File: src/hdl/ple_pkg.sv
// Shared types and codes for the positional list engine.
// Depends on nothing; ple_seq, the top level and the bench import it.
`timescale 1ns / 1ps

package ple_pkg;

	// default sizing
	localparam int PLE_CAPACITY   = 16;
	localparam int PLE_DATA_WIDTH = 32;

	// field widths fixed by the request and result formats
	localparam int ACTION_W = 4;
	localparam int POS_W    = 5;
	localparam int WORD_W   = 32;

	// operation codes
	localparam logic [ACTION_W-1:0] ACT_INSERT       = 4'd0;
	localparam logic [ACTION_W-1:0] ACT_INSERT_FRONT = 4'd1;
	localparam logic [ACTION_W-1:0] ACT_INSERT_BACK  = 4'd2;
	localparam logic [ACTION_W-1:0] ACT_REMOVE       = 4'd3;
	localparam logic [ACTION_W-1:0] ACT_REMOVE_FRONT = 4'd4;
	localparam logic [ACTION_W-1:0] ACT_REMOVE_BACK  = 4'd5;
	localparam logic [ACTION_W-1:0] ACT_SELECT       = 4'd6;
	localparam logic [ACTION_W-1:0] ACT_SEARCH       = 4'd7;
	localparam logic [ACTION_W-1:0] ACT_REPLACE      = 4'd8;

	typedef struct packed {
		logic [ACTION_W-1:0]      action;
		logic [POS_W-1:0]         position_in;
		logic signed [WORD_W-1:0] data_in;
	} ple_cmd_t;

	typedef struct packed {
		logic                     ok;
		logic signed [WORD_W-1:0] data_out;
		logic [POS_W-1:0]         found_position;
		logic [POS_W-1:0]         count;
		logic                     is_empty;
		logic                     is_full;
	} ple_result_t;

endpackage

File: src/hdl/ple_stream_if.sv
// Valid/ready stream channel carrying one request or result payload.
// Depends on nothing; the payload type is a parameter, set from ple_pkg types by the bench.
`timescale 1ns / 1ps

interface ple_stream_if #(
	parameter type payload_t = logic
);
	logic     valid;
	logic     ready;
	payload_t payload;

	modport source (output valid, output payload, input ready);
	modport sink   (input valid, input payload, output ready);
endinterface

File: src/hdl/ple_ram.sv
// Entry store: one write port, one read port with registered read data.
// Depends on nothing beyond its parameters.
`timescale 1ns / 1ps

module ple_ram #(
	parameter int DEPTH = 16,
	parameter int WIDTH = 32
) (
	input  logic                     clk,
	input  logic                     we,
	input  logic [$clog2(DEPTH)-1:0] waddr,
	input  logic [WIDTH-1:0]         wdata,
	input  logic [$clog2(DEPTH)-1:0] raddr,
	output logic [WIDTH-1:0]         rdata
);

	logic [WIDTH-1:0] mem [DEPTH];

	// write port
	always_ff @(posedge clk) begin
		if (we) begin
			mem[waddr] <= wdata;
		end
	end

	// registered read port
	always_ff @(posedge clk) begin
		rdata <= mem[raddr];
	end

endmodule

File: src/hdl/ple_seq.sv
// Operation sequencer: decodes a request and walks the entry store one
// entry per cycle for shifts and searches. Depends on ple_pkg.
`timescale 1ns / 1ps

module ple_seq import ple_pkg::*; #(
	parameter int CAPACITY_ENTRIES = PLE_CAPACITY,
	parameter int DATA_WIDTH       = PLE_DATA_WIDTH,
	localparam int CW = $clog2(CAPACITY_ENTRIES + 1),
	localparam int AW = $clog2(CAPACITY_ENTRIES)
) (
	input  logic                  clk,
	input  logic                  arst_n,
	input  logic                  cmd_valid,
	output logic                  cmd_ready,
	input  ple_cmd_t              cmd,
	input  logic                  rsp_free,
	output logic                  fin,
	output ple_result_t           res,
	output logic                  ram_we,
	output logic [AW-1:0]         ram_waddr,
	output logic [DATA_WIDTH-1:0] ram_wdata,
	output logic [AW-1:0]         ram_raddr,
	input  logic [DATA_WIDTH-1:0] ram_rdata
);

	localparam logic [2:0] S_IDLE   = 3'd0;
	localparam logic [2:0] S_DECODE = 3'd1;
	localparam logic [2:0] S_SHIFT  = 3'd2;
	localparam logic [2:0] S_WRVAL  = 3'd3;
	localparam logic [2:0] S_SCAN   = 3'd4;
	localparam logic [2:0] S_SELW   = 3'd5;
	localparam logic [2:0] S_FINISH = 3'd6;

	logic [2:0]        state_q;
	ple_cmd_t          cmd_q;
	logic [CW-1:0]     cnt_q;
	logic [CW-1:0]     p_q;
	logic [CW-1:0]     cur_q;
	logic [CW-1:0]     rem_q;
	logic              up_q;
	logic              lag_v_q;
	logic [AW-1:0]     lag_a_q;
	logic              ok_q;
	logic [WORD_W-1:0] dout_q;
	logic [CW-1:0]     found_q;

	logic [31:0]           pos_w;
	logic [31:0]           cnt_w;
	logic [CW-1:0]         pos_c;
	logic [63:0]           din_ext;
	logic [DATA_WIDTH-1:0] val_w;
	logic [63:0]           rd_ext;
	logic [CW-1:0]         ins_p;
	logic                  ins_ok;
	logic [CW-1:0]         rmv_p;
	logic                  rmv_ok;
	logic [CW-1:0]         sel_a;
	logic                  rep_ok;
	logic [CW-1:0]         cur_dn;
	logic [CW-1:0]         cur_up;
	logic                  hit;
	logic [31:0]           found_w;
	logic [31:0]           cnt_ow;

	// operand views
	assign pos_w   = 32'(cmd_q.position_in);
	assign cnt_w   = 32'(cnt_q);
	assign pos_c   = CW'(cmd_q.position_in);
	assign din_ext = {32'd0, cmd_q.data_in};
	assign val_w   = din_ext[DATA_WIDTH-1:0];
	assign rd_ext  = 64'(ram_rdata);
	assign cur_dn  = cur_q - CW'(1);
	assign cur_up  = cur_q + CW'(1);
	assign hit     = lag_v_q && (ram_rdata == val_w);

	// insert target and admission
	always_comb begin
		unique case (cmd_q.action)
			ACT_INSERT:       ins_p = (pos_w >= cnt_w) ? cnt_q : pos_c;
			ACT_INSERT_FRONT: ins_p = '0;
			default:          ins_p = cnt_q;
		endcase
		ins_ok = (cnt_w < CAPACITY_ENTRIES) &&
			((cmd_q.action != ACT_INSERT) || (pos_w < CAPACITY_ENTRIES));
	end

	// remove target and admission
	always_comb begin
		unique case (cmd_q.action)
			ACT_REMOVE:       rmv_p = pos_c;
			ACT_REMOVE_FRONT: rmv_p = '0;
			default:          rmv_p = cnt_q - CW'(1);
		endcase
		rmv_ok = (cnt_q != '0) && ((cmd_q.action != ACT_REMOVE) || (pos_w < cnt_w));
	end

	// select address clamps to the last entry, replace needs a live entry
	assign sel_a  = (pos_w < cnt_w) ? pos_c : cnt_q - CW'(1);
	assign rep_ok = pos_w < cnt_w;

	// store read address
	assign ram_raddr = (state_q == S_DECODE) ? sel_a[AW-1:0] : cur_q[AW-1:0];

	// store write port
	always_comb begin
		ram_we    = 1'b0;
		ram_waddr = lag_a_q;
		ram_wdata = ram_rdata;
		unique case (state_q)
			S_SHIFT: begin
				ram_we = lag_v_q;
			end
			S_WRVAL: begin
				ram_we    = 1'b1;
				ram_waddr = p_q[AW-1:0];
				ram_wdata = val_w;
			end
			S_DECODE: begin
				ram_we    = (cmd_q.action == ACT_REPLACE) && rep_ok;
				ram_waddr = pos_c[AW-1:0];
				ram_wdata = val_w;
			end
			default: begin
				ram_we = 1'b0;
			end
		endcase
	end

	// handshake and result
	assign cmd_ready          = (state_q == S_IDLE);
	assign fin                = (state_q == S_FINISH) && rsp_free;
	assign found_w            = 32'(found_q);
	assign cnt_ow             = 32'(cnt_q);
	assign res.ok             = ok_q;
	assign res.data_out       = dout_q;
	assign res.found_position = found_w[POS_W-1:0];
	assign res.count          = cnt_ow[POS_W-1:0];
	assign res.is_empty       = (cnt_q == '0);
	assign res.is_full        = (cnt_w >= CAPACITY_ENTRIES);

	// control state
	always_ff @(posedge clk or negedge arst_n) begin
		if (!arst_n) begin
			state_q <= S_IDLE;
			cnt_q   <= '0;
			lag_v_q <= 1'b0;
		end else begin
			unique case (state_q)
				S_IDLE: begin
					if (cmd_valid) begin
						state_q <= S_DECODE;
					end
				end
				S_DECODE: begin
					lag_v_q <= 1'b0;
					priority case (cmd_q.action)
						ACT_INSERT, ACT_INSERT_FRONT, ACT_INSERT_BACK:
							state_q <= ins_ok ? S_SHIFT : S_FINISH;
						ACT_REMOVE, ACT_REMOVE_FRONT, ACT_REMOVE_BACK:
							state_q <= rmv_ok ? S_SHIFT : S_FINISH;
						ACT_SELECT:
							state_q <= (cnt_q != '0) ? S_SELW : S_FINISH;
						ACT_SEARCH:
							state_q <= S_SCAN;
						default:
							state_q <= S_FINISH;
					endcase
				end
				S_SHIFT: begin
					if (rem_q != '0) begin
						lag_v_q <= 1'b1;
					end else begin
						lag_v_q <= 1'b0;
						if (up_q) begin
							state_q <= S_WRVAL;
						end else begin
							cnt_q   <= cnt_q - CW'(1);
							state_q <= S_FINISH;
						end
					end
				end
				S_WRVAL: begin
					cnt_q   <= cnt_q + CW'(1);
					state_q <= S_FINISH;
				end
				S_SCAN: begin
					if (hit || rem_q == '0) begin
						lag_v_q <= 1'b0;
						state_q <= S_FINISH;
					end else begin
						lag_v_q <= 1'b1;
					end
				end
				S_SELW: begin
					state_q <= S_FINISH;
				end
				S_FINISH: begin
					if (rsp_free) begin
						state_q <= S_IDLE;
					end
				end
				default: begin
					state_q <= S_IDLE;
				end
			endcase
		end
	end

	// datapath registers
	always_ff @(posedge clk) begin
		unique case (state_q)
			S_IDLE: begin
				if (cmd_valid) begin
					cmd_q <= cmd;
				end
			end
			S_DECODE: begin
				dout_q  <= '0;
				found_q <= '0;
				priority case (cmd_q.action)
					ACT_INSERT, ACT_INSERT_FRONT, ACT_INSERT_BACK: begin
						ok_q  <= ins_ok;
						p_q   <= ins_p;
						cur_q <= cnt_q - CW'(1);
						rem_q <= cnt_q - ins_p;
						up_q  <= 1'b1;
					end
					ACT_REMOVE, ACT_REMOVE_FRONT, ACT_REMOVE_BACK: begin
						ok_q  <= rmv_ok;
						cur_q <= rmv_p + CW'(1);
						rem_q <= cnt_q - CW'(1) - rmv_p;
						up_q  <= 1'b0;
					end
					ACT_SELECT: begin
						ok_q <= 1'b1;
					end
					ACT_SEARCH: begin
						ok_q  <= 1'b1;
						cur_q <= '0;
						rem_q <= cnt_q;
					end
					ACT_REPLACE: begin
						ok_q <= rep_ok;
					end
					default: begin
						ok_q <= 1'b0;
					end
				endcase
			end
			S_SHIFT: begin
				// read one entry, write it one place over next cycle
				if (rem_q != '0) begin
					lag_a_q <= up_q ? cur_up[AW-1:0] : cur_dn[AW-1:0];
					cur_q   <= up_q ? cur_dn : cur_up;
					rem_q   <= rem_q - CW'(1);
				end
			end
			S_SCAN: begin
				// compare the entry read last cycle, read the next one
				if (hit) begin
					found_q <= CW'(lag_a_q);
				end else if (rem_q != '0) begin
					lag_a_q <= cur_q[AW-1:0];
					cur_q   <= cur_up;
					rem_q   <= rem_q - CW'(1);
				end else begin
					found_q <= cnt_q;
				end
			end
			S_SELW: begin
				dout_q <= rd_ext[WORD_W-1:0];
			end
			default: begin
			end
		endcase
	end

endmodule

File: src/hdl/positional_list_engine.sv
// Top level of the positional list engine: request and result channels,
// result register, sequencer and entry store. Depends on ple_pkg,
// ple_stream_if, ple_seq and ple_ram.
`timescale 1ns / 1ps

// The engine keeps an ordered list of up to CAPACITY_ENTRIES values and runs
// one request at a time: insert at a position, front or back, remove at a
// position, front or back, select, search and replace. Entries sit packed in
// a single-port-write memory, and every shift or search walks it one entry
// per cycle under a small sequencer, so the request channel is not ready
// while a request is in work. An insert moves the entries from its position
// up one place and then writes the value, a remove moves the entries after
// its position down one place, and a search stops at the first match. A
// finished result waits in an output register, and the next request is taken
// while it waits. No clearing pass after reset: entries beyond the count are
// never used.
module positional_list_engine import ple_pkg::*; #(
	parameter int CAPACITY_ENTRIES = PLE_CAPACITY,
	parameter int DATA_WIDTH       = PLE_DATA_WIDTH
) (
	input  logic        clk,
	input  logic        arst_n,
	ple_stream_if.sink   cmd,
	ple_stream_if.source rsp
);

	localparam int AW = $clog2(CAPACITY_ENTRIES);

	ple_cmd_t              cmd_w;
	ple_result_t           res_w;
	ple_result_t           out_q;
	logic                  out_v_q;
	logic                  fin;
	logic                  rsp_free;
	logic                  ram_we;
	logic [AW-1:0]         ram_waddr;
	logic [DATA_WIDTH-1:0] ram_wdata;
	logic [AW-1:0]         ram_raddr;
	logic [DATA_WIDTH-1:0] ram_rdata;

	assign cmd_w    = cmd.payload;
	assign rsp_free = !out_v_q || rsp.ready;

	// sequencer
	ple_seq #(
		.CAPACITY_ENTRIES(CAPACITY_ENTRIES),
		.DATA_WIDTH      (DATA_WIDTH)
	) u_seq (
		.clk      (clk),
		.arst_n   (arst_n),
		.cmd_valid(cmd.valid),
		.cmd_ready(cmd.ready),
		.cmd      (cmd_w),
		.rsp_free (rsp_free),
		.fin      (fin),
		.res      (res_w),
		.ram_we   (ram_we),
		.ram_waddr(ram_waddr),
		.ram_wdata(ram_wdata),
		.ram_raddr(ram_raddr),
		.ram_rdata(ram_rdata)
	);

	// entry store
	ple_ram #(
		.DEPTH(CAPACITY_ENTRIES),
		.WIDTH(DATA_WIDTH)
	) u_ram (
		.clk  (clk),
		.we   (ram_we),
		.waddr(ram_waddr),
		.wdata(ram_wdata),
		.raddr(ram_raddr),
		.rdata(ram_rdata)
	);

	// result register valid
	always_ff @(posedge clk or negedge arst_n) begin
		if (!arst_n) begin
			out_v_q <= 1'b0;
		end else if (fin) begin
			out_v_q <= 1'b1;
		end else if (rsp.ready) begin
			out_v_q <= 1'b0;
		end
	end

	// result register payload
	always_ff @(posedge clk) begin
		if (fin) begin
			out_q <= res_w;
		end
	end

	assign rsp.valid   = out_v_q;
	assign rsp.payload = out_q;

	// a result completes only while a request is in work
	a_fin_busy: assert property (@(posedge clk) disable iff (!arst_n)
		fin |-> !cmd.ready)
		else $error("result completed while request channel ready");

	// an accepted request makes the engine busy
	a_accept_busy: assert property (@(posedge clk) disable iff (!arst_n)
		(cmd.valid && cmd.ready) |=> !cmd.ready)
		else $error("engine still ready after accepting a request");

	// a completed result is offered next cycle
	a_fin_offer: assert property (@(posedge clk) disable iff (!arst_n)
		fin |=> rsp.valid)
		else $error("completed result not offered");

	// the list cannot be empty and full at once
	a_flags: assert property (@(posedge clk) disable iff (!arst_n)
		rsp.valid |-> !(rsp.payload.is_empty && rsp.payload.is_full))
		else $error("result reports empty and full together");

endmodule

File: src/flat_wrapper.sv
// flat-port wrapper written by rule: the top's interface ports become plain ports
module positional_list_engine_flat import ple_pkg::*;
#(
	parameter int CAPACITY_ENTRIES = PLE_CAPACITY,
	parameter int DATA_WIDTH       = PLE_DATA_WIDTH
)
  (clk, arst_n, cmd_valid, cmd_payload, cmd_ready, rsp_valid, rsp_payload, rsp_ready);
  ple_stream_if #(.payload_t(ple_cmd_t)) cmd_i ();
  ple_stream_if #(.payload_t(ple_result_t)) rsp_i ();
  input  logic clk;
  input  logic arst_n;
  input wire logic [$bits(cmd_i.valid)-1:0] cmd_valid;
  input wire logic [$bits(cmd_i.payload)-1:0] cmd_payload;
  output wire logic [$bits(cmd_i.ready)-1:0] cmd_ready;
  output wire logic [$bits(rsp_i.valid)-1:0] rsp_valid;
  output wire logic [$bits(rsp_i.payload)-1:0] rsp_payload;
  input wire logic [$bits(rsp_i.ready)-1:0] rsp_ready;
  assign cmd_i.valid = cmd_valid;
  assign cmd_i.payload = cmd_payload;
  assign cmd_ready = cmd_i.ready;
  assign rsp_valid = rsp_i.valid;
  assign rsp_payload = rsp_i.payload;
  assign rsp_i.ready = rsp_ready;
  positional_list_engine #(.CAPACITY_ENTRIES(CAPACITY_ENTRIES), .DATA_WIDTH(DATA_WIDTH)) u_core (.clk(clk), .arst_n(arst_n), .cmd(cmd_i), .rsp(rsp_i));
endmodule
File: config.mk
export PLATFORM = sky130hd
export DESIGN_NAME = positional_list_engine_flat
export DESIGN_NICKNAME = d
export VERILOG_FILES = /design/src/hdl/ple_pkg.sv /design/src/hdl/ple_stream_if.sv /design/src/hdl/ple_ram.sv /design/src/hdl/ple_seq.sv /design/src/hdl/positional_list_engine.sv /design/src/flat_wrapper.sv
export SDC_FILE = /design/constraint.sdc
export NUM_CORES = 1
export LEC_CHECK = 0
export BUFFER_PORTS_ARGS = -buffer_cell sky130_fd_sc_hd__buf_2
export CAP_MARGIN = 20
export CORE_UTILIZATION = 62
export CTS_BUF_LIST = sky130_fd_sc_hd__clkbuf_4 sky130_fd_sc_hd__clkbuf_8 sky130_fd_sc_hd__clkbuf_16
export CTS_CLUSTER_DIAMETER = 80
export DETAILED_ROUTE_END_ITERATION = 7
export PLACE_DENSITY = 0.8
export SETUP_SLACK_MARGIN = 0.15
export SKIP_CTS_REPAIR_TIMING = 1
export SYNTH_ARGS = -nofsm -noshare
export SYNTH_HDL_FRONTEND = slang
export SYNTH_HIERARCHICAL = 1
export SYNTH_SLANG_ARGS = --single-unit
File: constraint.sdc
create_clock -name clk -period 6.5 [get_ports clk]
set_clock_uncertainty 0.15 [all_clocks]
set_input_delay 0.325 -clock clk [delete_from_list [all_inputs] [get_ports clk]]
set_output_delay 0.325 -clock clk [all_outputs]
set_load 0.005 [all_outputs]
# After elaboration in Yosys (flattened, before gate mapping)
# Memory sizes are Yosys's and may differ from the RTL's. A register that Yosys moved wholly into a read port is not among the register bits.
# Index checks and enable logic that the tools add are counted.
# classes
mux	49
reduce_logical	38
magnitude_cmp	5
n_eq_ne	26
add_sub_neg	8
# ops
op	count
one-hot mux 32 bit (2 select lines)	1
one-hot mux 5 bit (3 select lines)	4
two-way mux 5 bit	11
one-hot mux 5 bit (2 select lines)	4
equality test 32 bit	1
two-way mux 32 bit	1
two-way mux 4 bit	6
two-way mux 3 bit	7
one-hot mux 3 bit (6 select lines)	1
equality test 4 x 3 -> 1 bit, second input constant	4
!= test 2 bit, second input constant	8
one-hot mux 4 bit (2 select lines)	2
adder 5 x 1 -> 5 bit, second input constant	3
subtractor 5 x 1 -> 5 bit, second input constant	3
one-hot mux 3 bit (4 select lines)	1
nonzero test 2 bit	6
zero test 5 bit	2
less-than comparator 5 bit, second input constant	2
nonzero test 5 bit	2
subtractor 5 bit	2
equality test 3 bit, second input constant	3
equality test 4 x 2 -> 1 bit, second input constant	2
AND reduction 2 bit	4
AND reduction 4 bit	2
other kinds (26)	44
# totals
ff_bits	153
mem_count	1
in_bits	45
word_cells	148
mem_bits_rw	512
output_inout_bits	47
# memory_table
memory	depth	word_bits	rd	rd_ports_with_merged_regs	write_ports	line_no	text
u_core.u_ram.mem	16	32	1	1	1	ple_ram.sv:17	logic [WIDTH-1:0] mem [DEPTH];

# Depth between registers and ports, before layout
# logic_depth
ltp_word	6
depth_mapped	19
mapped_depth_nobuf	17

# By module
# Netlist, hierarchy kept.
# by_module_without_submodules
mod	n_inst	cells_per_inst	seq_area_each_um2	area_each_um2
ple_ram	1	838	16015.4	19835.3
ple_seq	1	615	3138.0	6177.2
positional_list_engine	1	48	1376.3	1398.8

# Worst setup path after synthesis
# No wires, ideal clock.
# synth_timing
path_type	register to register
from	reg u_core.u_seq.cnt_q[4]
to	mem u_core.u_ram.mem[0][0], enable pin
n_path_buf	1
setup_ns	0.461
t_arrival_ns	4.655
setup_slack_ns	1.234
synth_period_minus_slack_ns	5.266
path_stages_with_launch	12
required_time_ns	5.889
path_cell_list	dfrtp_1 clkbuf_1 inv_1 ha_1 a21oi_1 o21ai_0 o21bai_1 and4b_1 o21ai_0 a21oi_1 or3b_2 nor3_1
# synth_via
elab_chain_cells	5
# synth_rtl
element	line_no	text
from (decl)	ple_seq.sv:36	logic [CW-1:0] cnt_q;
from (signal assigned)	ple_seq.sv:177	cnt_q <= cnt_q - CW'(1);
from (signal assigned)	ple_seq.sv:183	cnt_q <= cnt_q + CW'(1);
less-than comparator 5 bit	ple_seq.sv:99	assign rep_ok = pos_w < cnt_w;
logical AND 1 bit	ple_seq.sv:119	ram_we = (cmd_q.action == ACT_REPLACE) && rep_ok;
one-hot mux 1 bit (3 select lines)	ple_seq.sv:109	unique case (state_q)
net u_core.ram_we	positional_list_engine.sv:35	logic ram_we;
two-way mux 1 bit	ple_ram.sv:21	if (we) begin
two-way mux 1 bit (not written as such)	ple_ram.sv:22	mem[waddr] <= wdata;
to (decl)	ple_ram.sv:17	
# The timed path passes the listed nets, and every way through them passes these cells.

# Worst setup path after layout
# layout_timing
from	reg u_core.u_seq.state_q[0]
to	mem u_core.u_ram.mem[11][22], enable pin
# layout_via
elab_cells_between_ends	7
classes_between	eq/ne: 3; mux: 4
# layout_rtl
element	line_no	text
from (decl)	ple_seq.sv:34	logic [2:0] state_q;
from (signal assigned)	ple_seq.sv:158	state_q <= ins_ok ? S_SHIFT : S_FINISH;
from (signal assigned)	ple_seq.sv:160	state_q <= rmv_ok ? S_SHIFT : S_FINISH;
from (signal assigned)	ple_seq.sv:162	state_q <= (cnt_q != '0) ? S_SELW : S_FINISH;
equality test 3 x 1 -> 1 bit / equality test 3 x 2 -> 1 bit (equally long branches)	ple_seq.sv:109	
one-hot mux 4 bit (2 select lines) *	ple_seq.sv:109	
net u_core.ram_waddr[1]	positional_list_engine.sv:36	logic [AW-1:0] ram_waddr;
# The timed path passes the listed nets; every way through them passes the cells marked *.

==> flow_summary.yaml <==
run_status:
  status: "complete, but fails checks"
  violations: "hold timing"
yosys:
  synthTopCellsByCount: "edfxtp_1, nand2_1, mux4_2, a22oi_1, clkbuf_1"
  async_reset_ff_share_pct: 1.44
  yosysMostFrequentCell: "edfxtp_1"
  synth_cell_type_count: 65
  seq_area_frac_synth_pct: 74.9
  synth_area_per_cell_sq_um: 18.3
  synth_cells: 1501
  synth_seq_cells: 696
  synthTopCellsByArea: "edfxtp_1, mux4_2, dfxtp_1"
  syn_area_sq_um: 27400
  yosys.area_share.adder_pct: 1.06
  ys.flop_type: "edfxtp_1"
  synth_compound_area_share_pct: 4.20
  synth_xor_area_share_pct: 1.71
  syn-num-nets: 1568
  yosysWarnings: 6
  synth_edf_count: 654
  yosysTopAreaCell: "edfxtp_1"
  synthSimpleGateAreaFrac_pct: 5.43
  synthMuxAreaShare_pct: 11.0
  synth_top_family_by_area: "multiplexers"
  yosys.area.top_type_share_pct: 71.6
cts:
  cts_buffer_depth: 3
  h-tree-depth: 3
  clk_pin_slew_ns: 0.07
  cts_tree: "done"
  cts_root_buffer: "clkbuf_16"
  cts_num_sinks: 696
  worstSkewPairLatency_ns: 0.62
  numCtsBuffers: 69
routing:
  detail-route-antenna-nets: 0
  via_per_inst: 6.52
  wire_per_inst_microns: 28.5
  drc_errors: 0
  dr.pass1.iters: 5
  wl_microns: 65700
  drt_iter0_drc: 1829
  vias: 15000
power_and_ir_drop:
  power_per_cell_area_nw_per_um2: 497
  worst_ir_drop_vdd_v: 0.000428
  power.leakage_nw: 10.8
worst_setup_path:
  r2r_slack_ns: 1.81
  critPathArrivalTime_ns: 4.84
  start_kind: "flop"
  r2r_start: "u_core/u_seq/state_q[0]$_DFFE_PN0P_"
  critPathMaxFanout: 40
  required_ns: 6.65
  cp-end-kind: "flop"
  worstSetupPathType: "reg -> reg"
  r2r-end: "u_core/u_ram/mem[11][22]$_DFFE_PP_"
  ff2ff_path_depth: 5
sta:
  layout_min_cycle_time_ns: 4.69
  hold_viol_final: 1
  rsz0062_at_grt: "false"
  fmax_ghz: 0.213
  period_share_pct: 72.1
  maxSlewHeadroom_pct: 19.7
  finalSetupTns_ns: 0
  final-setup-viol-count: 0
  holdWs_ns: -0.00452
  slew_violations: 0
  tightestPinTransition_ns: 1.20
global_routing:
  grt.busiest_layer: "met2"
  grt_pass1_vias: 14819
  grt_pass1_wl_microns: 94300
  use_met2_pct: 48.0
  gr-usage-met1_pct: 39.4
  grt_overflow: 0
  grt_max_degree: 80
  track_usage_pct: 29.5
  antenna_found_initial: 0
  grt.met3_usage_pct: 5.81
die:
  die_h_microns: 212
  io_pins: 92
  core_area_sq_um: 43400
  start_util_pct: 63.2
  dieWidth_microns: 212
  num_rows: 76
  die_area_sq_um: 45100
final_layout:
  area_delta_synth_final_pct: 14.7
  final_nets: 1728
  drive_gt1_share_pct: 23.8
  final_util_pct: 72.5
  antenna_cells: 0
  stdcell_count: 2300
placed_design:
  gp_congestion: 0.897
  hpwlAfterDp_microns: 36900
  io_buffers: 91
  dp.cells: 2131
worst_hold_path:
  hp-class: "in -> async"
job:
  maxCapViolations: 0
-- logic make-up after synthesis --
family	count (synthesis)
buffers and inverters	108
AO/OA/AOI/OAI	165
flip-flops	696
XOR/XNOR	52
adder cells (fa/ha/maj)	22
AND/OR/NAND/NOR	318
multiplexers	140
-- metrics by stage --
stage	hold slack (ns)	instance area, sq um	setup WS [ns]	total power [mW]
floorplan	-0.121	27400	1.23	9.94
global placement	0.0846	28700	1.77	11.4
detailed placement	0.0896	28700	1.88	11.5
CTS	-0.564	31000	1.84	15.6
global route	0.0298	31400	1.55	16.3
finish	-0.00452	31400	1.81	15.6
-- placed cells by master, fill, tap and decap left out, drive strengths merged, types with 20 or more instances in the layout --
cell	count
a22oi	68
ha	20
edfxtp	654
xor2	34
clkinv	25
buf	126
dfxtp	32
a21oi	30
nand2	166
clkbuf	85
nor2	43
inv	31
mux4	128
and3	33
o21ai	20
dlygate4sd3	43
-- worst max-delay path by stage --
stage	start	end	slack [ns]	cells after the start
final	u_core/u_seq/state_q[0]$_DFFE_PN0P_	u_core/u_ram/mem[11][22]$_DFFE_PP_	1.81	5
after global placement	u_core/u_seq/cnt_q[2]$_DFFE_PN0P_	u_core/u_ram/mem[0][13]$_DFFE_PP_	1.77	11
after detailed placement	u_core/u_seq/cnt_q[2]$_DFFE_PN0P_	u_core/u_ram/mem[2][24]$_DFFE_PP_	1.88	11
after CTS	u_core/u_seq/cnt_q[4]$_DFFE_PN0P_	u_core/u_ram/mem[2][26]$_DFFE_PP_	1.84	11
after global routing	u_core/u_seq/cnt_q[2]$_DFFE_PN0P_	u_core/u_ram/mem[2][26]$_DFFE_PP_	1.55	11
after floorplan	u_core/u_seq/cnt_q[4]$_DFFE_PN0P_	u_core/u_ram/mem[0][0]$_DFFE_PP_	1.23	11
-- flip-flops by register name (all words and copies together) (netlist names), 5 cells and up --
| register | cells |
|---|---|
| u_core/rsp.payload | 45 |
| u_core/u_seq/val_w | 32 |
| u_core/u_seq/pos_c | 5 |
| u_core/u_seq/found_q | 5 |
| u_core/u_ram/rdata | 32 |
| u_core/u_ram/mem | 512 |
| u_core/u_seq/dout_q | 32 |
| u_core/u_seq/rem_q | 5 |
| u_core/u_seq/cnt_q | 5 |
-- report_power, final --
part	switching (mW)	internal, mW	leakage, nW	total (mW)
clock	1.71	2.33	1.13	4.03
combinational	3.12	1.84	3.39	4.96
sequential	0.400	6.23	6.31	6.63
total	5.23	10.4	10.8	15.6
-- worst max-delay path, cell delays in order (launching register included) --
cell      delay [ns]
dfrtp_1         0.66
nand2b_2        0.74
o21ai_0         1.02
nand2_1         0.49
nor2_4          0.91
buf_4           0.37
-- final cells by class --
type / count / area (sq um)
Timing Repair Buffer: 169 / 1180
Tap cell: 585 / 732
Sequential cell: 696 / 20500
Multi-Input combinational cell: 697 / 6580
Clock buffer: 85 / 1880
Inverter: 28 / 105
Fill cell: 2493 / 11900
Clock inverter: 40 / 440
-- layer usage --
metal | share of wire, % | routed length, microns | vias up
met5 | 0 | 0 | -
met4 | 3.6 | 2380 | 0
met3 | 9.5 | 6230 | 142
met2 | 50 | 32900 | 984
met1 | 37 | 24200 | 7593
li1 | - | - | 6281
Power figures use the tool's default switching activity.
